==> config.mk <==
export PLATFORM = sky130hd
export DESIGN_NAME = integer_text_formatter
export DESIGN_NICKNAME = d
export VERILOG_FILES = /design/src/rtl/itf_pkg.sv /design/src/rtl/itf_datapath.sv /design/src/rtl/itf_ctrl.sv /design/src/rtl/integer_text_formatter.sv
export SDC_FILE = /design/constraint.sdc
export NUM_CORES = 1
export LEC_CHECK = 0
export ABC_AREA = 0
export BUFFER_PORTS_ARGS = -buffer_cell sky130_fd_sc_hd__buf_4
export CAP_MARGIN = 20
export CORE_UTILIZATION = 40
export CTS_CLUSTER_DIAMETER = 120
export CTS_CLUSTER_SIZE = 8
export DETAILED_ROUTE_END_ITERATION = 10
export PLACE_DENSITY = 0.55
export RECOVER_POWER = 50
export SLEW_MARGIN = 15
export SYNTH_ARGS = -nofsm -noshare
export SYNTH_HDL_FRONTEND = slang
export SYNTH_HIERARCHICAL = 1
export SYNTH_SLANG_ARGS = --single-unit
==> constraint.sdc <==
create_clock -name clk -period 14.88 [get_ports clk]
set_clock_uncertainty 0.1 [all_clocks]
set_input_delay 1.488 -clock clk [delete_from_list [all_inputs] [get_ports clk]]
set_output_delay 1.488 -clock clk [all_outputs]
set_load 0.005 [all_outputs]
==> src/rtl/itf_pkg.sv <==
// Shared types, constants and helpers for the integer text formatter.
`timescale 1ns / 1ps
`default_nettype none
package itf_pkg;
  localparam int MAX_WIDTH    = 63;
  localparam int DIGIT_BUFFER = 32;   // octal of 64 bits needs 22 digits at most
  localparam int PREC_LIMIT   = 60;
  localparam int DIG_CNT_W    = 7;

  typedef enum logic [2:0] {
    OP_SDEC  = 3'd0,
    OP_UDEC  = 3'd1,
    OP_OCT   = 3'd2,
    OP_HEX   = 3'd3,
    OP_UHEX  = 3'd4,
    OP_PTR   = 3'd5
  } opcode_t;

  typedef enum logic [2:0] {
    ST_IDLE,
    ST_CONV,
    ST_PAD_LEFT,
    ST_SIGN,
    ST_PREFIX,
    ST_ZEROS,
    ST_DIGITS,
    ST_PAD_RIGHT
  } state_t;

  // Character source selected by the controller.
  typedef enum logic [2:0] {
    SRC_SPACE,
    SRC_ZERO,
    SRC_SIGN,
    SRC_PREFIX,
    SRC_DIGIT
  } src_t;

  typedef struct packed {
    logic        load;
    logic        conv_step;
    logic        emit;
    src_t        src;
    logic        last;
    logic        pfx_idx;
    logic [4:0]  dig_idx;
  } ctrl_t;

  typedef struct packed {
    logic        conv_done;
    logic [5:0]  pad_left;
    logic        has_sign;
    logic [1:0]  plen;
    logic [5:0]  zero_cnt;
    logic [6:0]  nd;
    logic [5:0]  pad_right;
  } stat_t;

  function automatic logic [7:0] digit_char(input logic [3:0] d, input logic upper);
    if (d < 4'd10) return 8'h30 + {4'd0, d};
    return (upper ? 8'h41 : 8'h61) + {4'd0, d} - 8'd10;
  endfunction
endpackage
`default_nettype wire

==> src/rtl/itf_datapath.sv <==
// Datapath: operand capture, digit extraction, length arithmetic and character mux.
`timescale 1ns / 1ps
`default_nettype none
module itf_datapath (
  input  wire logic            clk,
  input  wire logic [2:0]      in_opcode,
  input  wire logic [63:0]     in_value,
  input  wire logic [4:0]      in_format_flags,
  input  wire logic [5:0]      in_field_width,
  input  wire logic [5:0]      in_min_digits,
  input  wire itf_pkg::ctrl_t  ctrl,
  output itf_pkg::stat_t       stat,
  output logic [7:0]           out_char
);
  logic [63:0] mag_r, mag_nxt;
  logic [1:0]  base_r;          // 0 dec, 1 oct, 2 hex
  logic        upper_r, left_r, zero_r, pfx_x_r;
  logic [7:0]  sign_r;
  logic        has_sign_r;
  logic [1:0]  plen_r;
  logic [5:0]  width_r, prec_r;
  logic [6:0]  nd_r;
  logic [3:0]  digs_r [itf_pkg::DIGIT_BUFFER];
  logic        done_r;

  // Decimal step: long division by ten, one byte of the operand per cycle;
  // after the last byte the remainder is stored as the next digit.
  logic [63:0] q_r;
  logic [3:0]  rem_r;
  logic [3:0]  bit_r;

  logic        neg;
  logic [2:0]  op;
  assign op  = in_opcode;
  assign neg = (op == itf_pkg::OP_SDEC) && in_value[63];

  // byte quotient via reciprocal: floor(x * 6554 / 2^16) = x / 10 for x < 2560
  logic [11:0] dec_num;
  logic [23:0] dec_prod;
  logic [7:0]  dec_q;
  logic [3:0]  dec_rem;
  assign dec_num  = {rem_r, mag_r[63:56]};
  assign dec_prod = {12'd0, dec_num} * 24'd6554;
  assign dec_q    = dec_prod[23:16];
  assign dec_rem  = 4'(dec_num - {1'b0, dec_q, 3'd0} - {3'd0, dec_q, 1'b0});

  assign mag_nxt = (base_r == 2'd1) ? (mag_r >> 3) : (mag_r >> 4);

  always_ff @(posedge clk) begin
    if (ctrl.load) begin
      unique case (op)
        itf_pkg::OP_OCT:  base_r <= 2'd1;
        itf_pkg::OP_HEX, itf_pkg::OP_UHEX, itf_pkg::OP_PTR: base_r <= 2'd2;
        default: base_r <= 2'd0;
      endcase
      upper_r <= (op == itf_pkg::OP_UHEX);
      pfx_x_r <= (op == itf_pkg::OP_UHEX);
      left_r  <= in_format_flags[0];
      zero_r  <= !in_format_flags[0] && in_format_flags[1];
      mag_r   <= neg ? (~in_value + 64'd1) : in_value;
      has_sign_r <= (op == itf_pkg::OP_SDEC) &&
                    (in_value[63] || in_format_flags[2] || in_format_flags[3]);
      sign_r  <= in_value[63] ? 8'h2d : (in_format_flags[2] ? 8'h2b : 8'h20);
      if (op == itf_pkg::OP_PTR) plen_r <= 2'd2;
      else if (in_format_flags[4] &&
               (op == itf_pkg::OP_HEX || op == itf_pkg::OP_UHEX)) plen_r <= 2'd2;
      else if (in_format_flags[4] && op == itf_pkg::OP_OCT) plen_r <= 2'd1;
      else plen_r <= 2'd0;
      width_r <= in_field_width;
      prec_r  <= (in_min_digits > 6'(itf_pkg::PREC_LIMIT)) ?
                 6'(itf_pkg::PREC_LIMIT) : in_min_digits;
      nd_r    <= '0;
      done_r  <= 1'b0;
      rem_r   <= '0;
      bit_r   <= '0;
      q_r     <= '0;
    end else if (ctrl.conv_step && !done_r) begin
      if (base_r != 2'd0) begin
        digs_r[nd_r[4:0]] <= (base_r == 2'd1) ? {1'b0, mag_r[2:0]} : mag_r[3:0];
        nd_r <= nd_r + 7'd1;
        mag_r <= mag_nxt;
        if (mag_nxt == '0) done_r <= 1'b1;
      end else begin
        if (bit_r == 4'd8) begin
          digs_r[nd_r[4:0]] <= rem_r;
          nd_r  <= nd_r + 7'd1;
          mag_r <= q_r;
          bit_r <= '0;
          rem_r <= '0;
          q_r   <= '0;
          if (q_r == '0) done_r <= 1'b1;
        end else begin
          rem_r <= dec_rem;
          q_r   <= {q_r[55:0], dec_q};
          mag_r <= {mag_r[55:0], 8'd0};
          bit_r <= bit_r + 4'd1;
        end
      end
    end
  end

  // Length arithmetic
  logic [6:0] prec_eff, body, pad;
  assign prec_eff = ({1'b0, prec_r} < nd_r) ? nd_r : {1'b0, prec_r};
  assign body = {6'd0, has_sign_r} + {5'd0, plen_r} + prec_eff;
  assign pad  = ({1'b0, width_r} > body) ? ({1'b0, width_r} - body) : 7'd0;

  assign stat.conv_done = done_r;
  assign stat.has_sign  = has_sign_r;
  assign stat.plen      = plen_r;
  assign stat.nd        = nd_r;
  assign stat.pad_left  = (!left_r && !zero_r) ? pad[5:0] : 6'd0;
  assign stat.pad_right = left_r ? pad[5:0] : 6'd0;
  assign stat.zero_cnt  = 6'((zero_r ? pad : 7'd0) + (prec_eff - nd_r));

  always_comb begin
    unique case (ctrl.src)
      itf_pkg::SRC_SPACE:  out_char = 8'h20;
      itf_pkg::SRC_ZERO:   out_char = 8'h30;
      itf_pkg::SRC_SIGN:   out_char = sign_r;
      itf_pkg::SRC_PREFIX: out_char = (ctrl.pfx_idx && plen_r == 2'd2) ?
                                      (pfx_x_r ? 8'h58 : 8'h78) : 8'h30;
      itf_pkg::SRC_DIGIT:  out_char = itf_pkg::digit_char(digs_r[ctrl.dig_idx], upper_r);
      default:             out_char = 8'h20;
    endcase
  end
endmodule
`default_nettype wire

==> src/rtl/itf_ctrl.sv <==
// Controller: sequences conversion and the character emission phases.
`timescale 1ns / 1ps
`default_nettype none
module itf_ctrl (
  input  wire logic           clk,
  input  wire logic           rst_n,
  input  wire logic           start,
  output logic                busy,
  input  wire itf_pkg::stat_t stat,
  output itf_pkg::ctrl_t      ctrl
);
  itf_pkg::state_t state_r, state_nxt;
  logic [6:0] cnt_r, cnt_nxt;   // characters left in current phase
  logic [5:0] total_r, total_nxt; // characters emitted

  logic [6:0] left_rem; // characters remaining after this one
  always_comb begin
    left_rem = 7'd0;
    unique case (state_r)
      itf_pkg::ST_PAD_LEFT:  left_rem = cnt_r - 7'd1 + {6'd0, stat.has_sign} +
          {5'd0, stat.plen} + {1'b0, stat.zero_cnt} + stat.nd;
      itf_pkg::ST_SIGN:      left_rem = {5'd0, stat.plen} + {1'b0, stat.zero_cnt} +
          stat.nd + {1'b0, stat.pad_right};
      itf_pkg::ST_PREFIX:    left_rem = cnt_r - 7'd1 + {1'b0, stat.zero_cnt} +
          stat.nd + {1'b0, stat.pad_right};
      itf_pkg::ST_ZEROS:     left_rem = cnt_r - 7'd1 + stat.nd + {1'b0, stat.pad_right};
      itf_pkg::ST_DIGITS:    left_rem = cnt_r - 7'd1 + {1'b0, stat.pad_right};
      itf_pkg::ST_PAD_RIGHT: left_rem = cnt_r - 7'd1;
      default:               left_rem = 7'd0;
    endcase
  end

  always_comb begin
    state_nxt = state_r;
    cnt_nxt   = cnt_r;
    total_nxt = total_r;
    ctrl      = '0;
    ctrl.src  = itf_pkg::SRC_SPACE;
    ctrl.pfx_idx = (stat.plen == 2'd2) && (cnt_r == 7'd1);
    ctrl.dig_idx = 5'(cnt_r - 7'd1);
    busy = (state_r != itf_pkg::ST_IDLE);
    if (state_r != itf_pkg::ST_IDLE && state_r != itf_pkg::ST_CONV) begin
      ctrl.emit = 1'b1;
      ctrl.last = (left_rem == 7'd0) || (total_r == 6'd62);
      total_nxt = total_r + 6'd1;
    end
    unique case (state_r)
      itf_pkg::ST_IDLE: if (start) begin
        ctrl.load = 1'b1;
        total_nxt = '0;
        state_nxt = itf_pkg::ST_CONV;
      end
      itf_pkg::ST_CONV: begin
        ctrl.conv_step = 1'b1;
        if (stat.conv_done) begin
          if (stat.pad_left != 0) begin
            state_nxt = itf_pkg::ST_PAD_LEFT; cnt_nxt = {1'b0, stat.pad_left};
          end else if (stat.has_sign) state_nxt = itf_pkg::ST_SIGN;
          else if (stat.plen != 0) begin
            state_nxt = itf_pkg::ST_PREFIX; cnt_nxt = {5'd0, stat.plen};
          end else if (stat.zero_cnt != 0) begin
            state_nxt = itf_pkg::ST_ZEROS; cnt_nxt = {1'b0, stat.zero_cnt};
          end else begin
            state_nxt = itf_pkg::ST_DIGITS; cnt_nxt = stat.nd;
          end
        end
      end
      itf_pkg::ST_PAD_LEFT, itf_pkg::ST_SIGN, itf_pkg::ST_PREFIX,
      itf_pkg::ST_ZEROS, itf_pkg::ST_DIGITS, itf_pkg::ST_PAD_RIGHT: begin
        unique case (state_r)
          itf_pkg::ST_SIGN:   ctrl.src = itf_pkg::SRC_SIGN;
          itf_pkg::ST_PREFIX: ctrl.src = itf_pkg::SRC_PREFIX;
          itf_pkg::ST_ZEROS:  ctrl.src = itf_pkg::SRC_ZERO;
          itf_pkg::ST_DIGITS: ctrl.src = itf_pkg::SRC_DIGIT;
          default:            ctrl.src = itf_pkg::SRC_SPACE;
        endcase
        cnt_nxt = cnt_r - 7'd1;
        if (ctrl.last) state_nxt = itf_pkg::ST_IDLE;
        else if (state_r == itf_pkg::ST_SIGN || cnt_r == 7'd1) begin
          // advance to the next non-empty phase
          if ((state_r == itf_pkg::ST_PAD_LEFT) && stat.has_sign)
            state_nxt = itf_pkg::ST_SIGN;
          else if ((state_r == itf_pkg::ST_PAD_LEFT || state_r == itf_pkg::ST_SIGN) &&
                   stat.plen != 0) begin
            state_nxt = itf_pkg::ST_PREFIX; cnt_nxt = {5'd0, stat.plen};
          end else if (state_r != itf_pkg::ST_ZEROS && state_r != itf_pkg::ST_DIGITS &&
                   stat.zero_cnt != 0) begin
            state_nxt = itf_pkg::ST_ZEROS; cnt_nxt = {1'b0, stat.zero_cnt};
          end else if (state_r != itf_pkg::ST_DIGITS) begin
            state_nxt = itf_pkg::ST_DIGITS; cnt_nxt = stat.nd;
          end else begin
            state_nxt = itf_pkg::ST_PAD_RIGHT; cnt_nxt = {1'b0, stat.pad_right};
          end
        end
      end
      default: state_nxt = itf_pkg::ST_IDLE;
    endcase
  end

  always_ff @(posedge clk) begin
    if (!rst_n) begin
      state_r <= itf_pkg::ST_IDLE;
      cnt_r   <= '0;
      total_r <= '0;
    end else begin
      state_r <= state_nxt;
      cnt_r   <= cnt_nxt;
      total_r <= total_nxt;
    end
  end

`ifndef SYNTHESIS
  a_last_ends: assert property (@(posedge clk) disable iff (!rst_n)
    ctrl.emit && ctrl.last |=> state_r == itf_pkg::ST_IDLE) else $error("last without idle");
  a_load_idle: assert property (@(posedge clk) disable iff (!rst_n)
    ctrl.load |-> !busy) else $error("load while busy");
  a_cap: assert property (@(posedge clk) disable iff (!rst_n)
    ctrl.emit && total_r == 6'd62 |-> ctrl.last) else $error("over 63 chars");
`endif
endmodule
`default_nettype wire

==> src/rtl/integer_text_formatter.sv <==
// Top level of the integer text formatter.
// Digits are produced first: decimal by a byte-wise divide by ten (up to 20 digits),
// octal/hex by shifting, before the first character; then one character per cycle,
// up to 63.
// Throughput: one transaction at a time; busy stays high until the last character.
// Reset: synchronous active-low rst_n returns the controller to idle.
// Results cannot be stalled: out_valid marks each character for exactly one cycle.
`timescale 1ns / 1ps
`default_nettype none
module integer_text_formatter (
  input  wire logic        clk,
  input  wire logic        rst_n,
  input  wire logic        start,
  output logic             busy,
  input  wire logic [2:0]  in_opcode,
  input  wire logic [63:0] in_value,
  input  wire logic [4:0]  in_format_flags,
  input  wire logic [5:0]  in_field_width,
  input  wire logic [5:0]  in_min_digits,
  output logic             out_valid,
  output logic [7:0]       out_char,
  output logic             out_last
);
  itf_pkg::ctrl_t ctrl;
  itf_pkg::stat_t stat;
  logic [7:0]     chr;

  itf_ctrl u_ctrl (.clk, .rst_n, .start, .busy, .stat, .ctrl);
  itf_datapath u_dp (.clk, .in_opcode, .in_value, .in_format_flags, .in_field_width,
                     .in_min_digits, .ctrl, .stat, .out_char(chr));

  // Register the character stream.
  always_ff @(posedge clk) begin
    if (!rst_n) out_valid <= 1'b0;
    else        out_valid <= ctrl.emit;
    out_char <= chr;
    out_last <= ctrl.last;
  end
endmodule
`default_nettype wire

==> impl_metrics.ini, run 1 <==
[critical_path]
worstSetupPathType = flop to flop
cpMostUsedCell = fa_1
rrSetupSlack_ns = 3.35
start_kind = flop
cpLargestDelayFamily = compound AO/OA/AOI/OAI gates
critPathMaxFanout = 17
end_kind = flop
cpPeakStageDelay_ns = 0.76
cp_num_buf_inv = 6
crit_slowest_cell = o22ai_1
arrival_ns = 11.89
cp.required_ns = 15.25

[floorplan]
core.rowCount = 86
die_y_um = 238
start_util_pct = 40.5
dieWidth_um = 238
core-area_sq_um = 55100
die_area_sq_um = 56800
ios = 98

[yosys]
postSynthAreaPerCell_sq_um = 9.59
syn_inst = 2328
yosysUniqueCellTypes = 82
async_reset_ff_share_pct = 0
yosys_warnings = 6
ys_ff_latch = 321
yosysSeqAreaShare_pct = 38.4
synth_edf_count = 215
syn-cell-area_sq_um = 22300
ys.flop_type = edfxtp_1
synth_fp_nets = 2642

[timing]
relSlewSlack_pct = -526
fmax_mhz = 86.7
report.final.hold_viol_count = 0
final-setup-viol-count = 0
tightestPinTransition_ns = 9.39
grt_setup_unrepaired = false
tns_ns = 0
min_period_ns = 11.53
drv_slew = 275
finalCritPeriodShare_pct = 77.5
whs_ns = 0.371

[final_layout]
post-route-util_pct = 45.4
drive_above_1_share_pct = 9.91
seqCellArea_sq_um = 8580
antenna_cells = 0
area_growth_pct = 12.1
multiInputGateArea_sq_um = 12700
design_area_sq_um = 25000
fillers = 5386
nNetsFinal = 2691

[clocking]
cts_tree = done
postCtsSetupBuffers = 0
h-tree-depth = 2
cts_resized = 0
clk_latency_ns = 0.59
cts_buffer_depth = 3
holdBufCountCts = 0
cts-root-buf = clkbuf_16
path_clk_slew_ns = 0.06
numCtsBuffers = 46
clock_sink_count = 321

[grt]
use_met2_pct = 37.9
antenna_found_initial = 0
grt.busiest_layer = met2
grtUsageMet3_pct = 2.85
grt_pass1_vias = 17378
grt_max_degree = 210
track_usage_pct = 23.0
grt.overflow.total = 0
grt_pass1_wl_mm = 101
use_met1_pct = 31.0

[drt]
num_vias = 17597
wl_mm = 64.3
drtPass1Iterations = 5
ant_nets = 0
drc = 0
drtIter0Drc = 1391
via_per_inst = 5.57
wl_per_cell_um = 20.4

[status]
violations = max-capacitance violations, max-slew violations
status = complete, but fails checks

[hold_path]
hold_class = flop to flop

[placement]
dp_hpwl_mm = 47.1
placement.io_buffers = 97
placed_area_sq_um = 23700
routabilityCongestion = 0.951

[job]
maxCapViolations = 2
[sequential cells by signal (all words and copies together), names as in the netlist, 2 cells and up]
register and count:
u_dp/bit_r 4, u_dp/prec_r 6, u_dp/rem_r 4, u_dp/base_r 2, u_ctrl/cnt_r 7, u_dp/nd_r 7
u_ctrl/state_r 3, u_dp/q_r 64, out_char 8, u_ctrl/total_r 6, u_dp/sign_r 3, u_dp/width_r 6
u_dp/digs_r 128, u_dp/plen_r 2, u_dp/mag_r 64
[synth_stat cells, drive strengths merged, types with 8 or more instances]
| library cell | number | area (sq um) |
|---|---|---|
| fa | 77 | 1540 |
| o31ai | 20 | 160 |
| nor4 | 34 | 249 |
| xor2 | 44 | 385 |
| buf | 24 | 133 |
| inv | 164 | 616 |
| and3 | 18 | 114 |
| edfxtp | 215 | 6460 |
| clkbuf | 93 | 349 |
| nand2b | 13 | 81.3 |
| or4 | 10 | 86.3 |
| a21oi | 239 | 1200 |
| ha | 150 | 1880 |
| nor2b | 19 | 119 |
| xnor2 | 81 | 709 |
| or3 | 15 | 98.9 |
| a22oi | 64 | 480 |
| and2 | 16 | 105 |
| mux4 | 40 | 901 |
| a211oi | 20 | 150 |
| nor2 | 222 | 833 |
| mux2i | 20 | 200 |
| o21ai | 108 | 541 |
| a31oi | 18 | 113 |
| a21o | 14 | 105 |
| nor3 | 37 | 195 |
| and3b | 8 | 70.1 |
| nand3 | 38 | 190 |
| nand2 | 262 | 983 |
| dfxtp | 106 | 2120 |
| nand3b | 13 | 97.6 |
| or2 | 8 | 50.1 |
| nand4 | 19 | 134 |
[cell families (layout without fill, tap and decap cells)]
family          count (synthesis)  count (layout)  share of synthesized area [%]
flops                         321             321                           38.4
compound gates                558             558                           15.2
simple gates                  748             748                           15.9
other cells                     1               1                         0.0168
xor+xnor                      127             127                           5.11
mux                            63              63                           5.08
buf+inv                       283             367                           4.95
fa+ha+maj                     227             227                           15.3
[cell type report]
cell class / count / area share, %
inverter: 166 / 2.49
clock inverter: 4 / 0.300
timing repair buffer: 118 / 3.42
multi-input combinational: 1724 / 50.7
sequential: 321 / 34.3
clock buffer: 79 / 5.10
tap: 748 / 3.74
[layer usage]
| layer | vias to the layer above | share of wire [%] |
|---|---|---|
| met5 | - | 0 |
| met4 | 0 | 3.2 |
| met3 | 116 | 5.0 |
| met2 | 547 | 47 |
| met1 | 8469 | 44 |
| li1 | 8465 | - |
[cell usage in the layout (no fill, tap or decap), types with 18 or more instances in the layout]
master | netlist | final
a211oi_1 | 20 | 20
a21oi_1 | 239 | 239
a22oi_1 | 64 | 64
a31oi_1 | 18 | 18
buf_4 | 3 | 88
clkbuf_1 | 93 | 43
clkbuf_16 | 0 | 46
clkbuf_4 | 0 | 19
dfxtp_1 | 106 | 106
edfxtp_1 | 215 | 215
fa_1 | 77 | 77
ha_1 | 150 | 150
inv_1 | 164 | 163
mux2i_1 | 20 | 20
mux4_2 | 40 | 40
nand2_1 | 262 | 261
nand3_1 | 38 | 38
nand4_1 | 18 | 18
nor2_1 | 222 | 220
nor2b_1 | 19 | 18
nor3_1 | 35 | 35
nor4_1 | 31 | 31
o21ai_0 | 105 | 106
xnor2_1 | 81 | 81
xor2_1 | 44 | 44
[path summary, 6_finish.rpt]
check,cells past startpoint,end,from
worst max-delay path,37,u_ctrl/cnt_r[0],u_dp/nd_r[4]
worst min-delay path,1,out_char[2],u_dp/sign_r[2]
worst max register to register,37,u_ctrl/cnt_r[0],u_dp/nd_r[4]
worst min register to register,1,out_char[2],u_dp/sign_r[2]
[stage by stage]
step / std cells / worst slack (ns)
after detailed placement: 3076 / 3.62
after global placement: 3076 / 3.81
final: 3160 / 3.35
after CTS: 3159 / 3.53
after floorplan: 2328 / 5.12
after global routing: 3160 / 2.50
Power of run 1 is not shown: default switching activity piles up to over one toggle a cycle in this logic, so the estimate is an artifact.
==> run 2: changes to the inputs <==
Settings changed: PLACE_DENSITY 0.55 to 0.57.
Clock period 14.88 ns to 9.4 ns, I/O delays scaled along.
==> run 2 against run 1 <==
The flow still finishes with violations (max-capacitance violations, max-slew violations). Worst setup slack got worse by 3.0 ns. Clock-buffer cell count is 1 lower. Register-to-register slack got worse by 3.0 ns. Hold slack improved by 0.0068 ns. First-iteration DRC count rose by 9.5%. Non-clock buffer count is 28 higher. Wire length grew 2.0%. Critical path depth grew 5. Core utilization up 0.46 points. Cell count increased by 0.89%. Global-route usage up 0.085 points. Die area unchanged. Critical path type unchanged. Critical endpoint is now u_ctrl/cnt_r[5]. Highest routed layer unchanged.
==> impl_metrics.ini, run 2 (synthesized netlist as in run 1, its figures left out) <==
[status]
status = complete, but fails checks
violations = max-capacitance violations, max-slew violations

[timing]
fmax_mhz = 111
tns_ns = 0
report.final.hold_viol_count = 0
tightestPinTransition_ns = 4.38
final-setup-viol-count = 0
drv_slew = 275
finalCritPeriodShare_pct = 96.1
relSlewSlack_pct = -192
min_period_ns = 9.03

[drt]
drtIter0Drc = 1523
num_vias = 18064
wl_per_cell_um = 20.6
drc = 0
ant_nets = 0
via_per_inst = 5.67
drtPass1Iterations = 8
wl_mm = 65.6

[critical_path]
cp_num_buf_inv = 6
critPathMaxFanout = 8
crit_slowest_cell = fa_1
rrSetupSlack_ns = 0.37
cp.required_ns = 9.79
startpoint = u_dp/prec_r[4]
arrival_ns = 9.42
cpLargestDelayFamily = adder cells
r2r_start = u_dp/prec_r[4]
start_kind = flop
end_kind = flop
cpPeakStageDelay_ns = 0.56
worstSetupPathType = flop to flop

[floorplan]
core-area_sq_um = 55100
die_y_um = 238
ios = 98
start_util_pct = 40.5
die_area_sq_um = 56800
core.rowCount = 86
dieWidth_um = 238

[clocking]
path_clk_slew_ns = 0.06
clock_sink_count = 321
cts_tree = done
holdBufCountCts = 0
cts_buffer_depth = 3
clk_latency_ns = 0.59
cts-root-buf = clkbuf_16
numCtsBuffers = 46
h-tree-depth = 2

[placement]
routabilityCongestion = 0.934
dp_hpwl_mm = 47.4
placement.io_buffers = 97

[final_layout]
largest_reg_flops = 128
area_growth_pct = 13.2
final_common_cell = nand2_1
antenna_cells = 0
mostFrequentLayoutCells = 261 x nand2_1, 237 x a21oi_1, 220 x nor2_1
nNetsFinal = 2720
drive_above_1_share_pct = 11.5
fillers = 5275

[grt]
grt.overflow.total = 0
grt_max_degree = 210
antenna_found_initial = 3
track_usage_pct = 23.1
grt_pass1_wl_mm = 102
grt_pass1_vias = 17648

[job]
maxCapViolations = 2

[hold_path]
hold_class = flop to flop
hold_start = u_dp/bit_r[3]
[run 2: cell count changes in the layout (fill, tap and decap cells not counted), sizes merged]
cell / previous run / this run
clkinv: 5 / 4
inv: 165 / 166
buf: 89 / 116
and2: 16 / 17
[run 2: per-stage QoR]
stage	instance area, sq um	std cells	utilization [%]	worst slack [ns]	hold slack [ns]
6_report	25300	3188	45.9	0.368	0.377
5_1_grt	25300	3188	45.9	-0.0763	0.390
4_1_cts	25200	3178	45.8	0.0213	0.374
3_5_place_dp	23900	3095	43.3	0.00399	0.354
3_3_place_gp	23900	3095	43.3	0.257	0.352
2_1_floorplan	22400	2328	-	0.0505	0.333
[run 2: final cells by class]
cell class | instances | area (sq um) | share of cell area (%)
Tap cell | 748 | 936 | 3.70
Clock inverter | 4 | 56.3 | 0.223
Inverter | 166 | 624 | 2.47
Timing Repair Buffer | 146 | 1060 | 4.19
Clock buffer | 78 | 1270 | 5.03
Multi-Input combinational cell | 1725 | 12700 | 50.4
Sequential cell | 321 | 8580 | 33.9
[run 2: metal layers]
| layer | wire [um] | GRT usage [%] | vias to the layer above |
|---|---|---|---|
| li1 | - | - | 8511 |
| met3 | 4040 | 3.38 | 121 |
| met2 | 30600 | 37.4 | 675 |
| met5 | 0 | 0 | - |
| met1 | 28800 | 31.4 | 8757 |
| met4 | 2100 | 8.02 | 0 |
[run 2: worst paths after layout]
path                                   endpoint  cells after the start
worst min-delay path              u_dp/bit_r[3]                      2
worst max-delay path            u_ctrl/cnt_r[5]                     42
worst min register to register    u_dp/bit_r[3]                      2
worst max register to register  u_ctrl/cnt_r[5]                     42
[run 2: timing repair]
item,in CTS,in global routing
setup endpoints to repair,7,11
cloned,0,1
pin swaps,1,15
resized for setup,0,14
buffers inserted,1,9
hold endpoints to repair,0,0
[run 2: worst reg2reg max path, delay by kind of cell (launching register included)]
family / cells / cell delay, ns
XOR/XNOR: 4 / 0.67
flip-flops: 1 / 0.43
buffers and inverters: 6 / 0.50
AO/OA/AOI/OAI: 18 / 2.93
AND/OR/NAND/NOR: 5 / 0.77
adder cells (fa/ha/maj): 9 / 3.55
Power of run 2 is left out for the same reason.
==> run 3: changes to the inputs <==
==> constraint.sdc (replaced) <==
create_clock -name clk -period 9.4 [get_ports clk]
set_clock_uncertainty 0.1 [all_clocks]
set_input_delay 1.88 -clock clk [delete_from_list [all_inputs] [get_ports clk]]
set_output_delay 1.88 -clock clk [all_outputs]
set_load 0.005 [all_outputs]
==> run 3 against run 2 <==
The flow still finishes with violations (max-capacitance violations, max-slew violations). Die area unchanged. Fmax rose by 0.15%. Hold slack barely moved. Critical path type unchanged. Cell count unchanged. Wire length is 0.15% lower. Worst setup slack improved by 0.013 ns. Global-route usage unchanged. Non-clock buffer count unchanged. Sequential share of layout area about the same. Design area is essentially flat. Core utilization hardly changed.
==> impl_metrics.ini, run 3 (synthesized netlist as in run 1, its figures left out) <==
[status]
status = complete, but fails checks
violations = max-capacitance violations, max-slew violations

[drt]
wl_mm = 65.5
wl_per_cell_um = 20.5
via_per_inst = 5.65
dr_wl_met2_mm = 30.6
num_vias = 18017
drtPass1Iterations = 6
topRoutingLayerUsed = met4
met1Wirelength_mm = 28.9
drtIter0Drc = 1482
ant_nets = 0
drc = 0
met3_length_mm = 3.97

[floorplan]
core.rowCount = 86
start_util_pct = 40.5
die_y_um = 238
die_area_sq_um = 56800
ios = 98
dieWidth_um = 238
core-area_sq_um = 55100

[placement]
dp_hpwl_mm = 47.4
routabilityCongestion = 0.934
placement.io_buffers = 97
post-place-ws_ns = 0.00399
placed_area_sq_um = 23900
dp_cells = 3095

[hold_path]
hold_start = u_dp/bit_r[3]
hold_depth = 2
hold_class = flop to flop
min_to = u_dp/bit_r[3]

[critical_path]
r2r_cells = 42
crit_slowest_cell = fa_1
cp.required_ns = 9.80
start_kind = flop
critPathMaxFanout = 8
cpPeakStageDelay_ns = 0.56
end_kind = flop
cpLargestDelayFamily = adder cells
cp_num_buf_inv = 6
worstSetupPathType = flop to flop
r2r_start = u_dp/prec_r[4]
arrival_ns = 9.42
rrSetupSlack_ns = 0.38
r2r-end = u_ctrl/cnt_r[5]

[grt]
antenna_found_initial = 3
grt_pass1_wl_mm = 102
grt_pass1_vias = 17648
grt_max_degree = 210
grt.overflow.total = 0
track_usage_pct = 23.1

[final_layout]
post-route-util_pct = 45.9
mostFrequentLayoutCells = 261 x nand2_1, 237 x a21oi_1, 220 x nor2_1
layoutNonFillerInstCount = 3188
largest_reg_flops = 128
area_growth_pct = 13.3
antenna_cells = 0
nNetsFinal = 2720
final_common_cell = nand2_1
drive_above_1_share_pct = 11.6
fillers = 5271
design_area_sq_um = 25300

[timing]
drv_slew = 275
report.final.hold_viol_count = 0
relSlewSlack_pct = -192
tightestPinTransition_ns = 4.37
fmax_mhz = 111
fin_ws_ns = 0.381
final-setup-viol-count = 0
finalCritPeriodShare_pct = 95.9
min_period_ns = 9.02

[clocking]
cts_tree = done
clock_sink_count = 321
path_clk_slew_ns = 0.06
clk_latency_ns = 0.60
cts-root-buf = clkbuf_16
numCtsBuffers = 46
cts_buffer_depth = 3
h-tree-depth = 2
holdBufCountCts = 0

[job]
maxCapViolations = 2
[run 3: routing by layer]
| metal | vias to the layer above | global-route usage, % |
|---|---|---|
| met5 | - | 0 |
| met4 | 0 | 8.02 |
| met3 | 121 | 3.38 |
| met2 | 643 | 37.4 |
| met1 | 8748 | 31.4 |
| li1 | 8505 | - |
[run 3: per-stage QoR]
stage	setup TNS, ns	hold WS, ns
finish	0	0.377
global route	-0.324	0.390
CTS	0	0.374
detailed placement	0	0.354
global placement	0	0.352
floorplan	0	0.333
[run 3: area by class of cell]
class                   count  area (sq um)  share of cell area, %
repair buffers            146          1060                   4.20
clock inverters             4          56.3                  0.223
inverters                 166           624                   2.47
flip-flops and latches    321          8580                   33.9
clock buffers              78          1270                   5.03
well taps                 748           936                   3.70
multi-input cells        1725         12800                   50.5
[run 3: worst max path at each step]
stage	from	endpoint	slack, ns	depth (start not counted)
after floorplan	u_dp/nd_r[1]	u_ctrl/cnt_r[4]	0.05	41
after global placement	u_dp/prec_r[4]	u_ctrl/cnt_r[4]	0.26	41
after detailed placement	u_dp/prec_r[4]	u_ctrl/cnt_r[4]	0.004	41
after CTS	u_dp/prec_r[4]	u_ctrl/cnt_r[2]	0.02	42
after global routing	u_dp/prec_r[4]	u_ctrl/cnt_r[5]	-0.08	42
final	u_dp/prec_r[4]	u_ctrl/cnt_r[5]	0.38	42
[run 3: tightest hold or removal path: stages (launching register included)]
cell and delay (ns):
dfxtp_1 0.32, nand2_1 0.06, a21oi_1 0.05
[run 3: timing repair]
item / 4_1_cts / 5_1_grt
endpoints found under the hold margin: 0 / 0
pin swaps: 1 / 15
setup endpoints to repair: 7 / 11
setup buffers: 1 / 9
gates cloned: 0 / 1
gates resized for setup: 0 / 14
Power of run 3 is left out for the same reason.
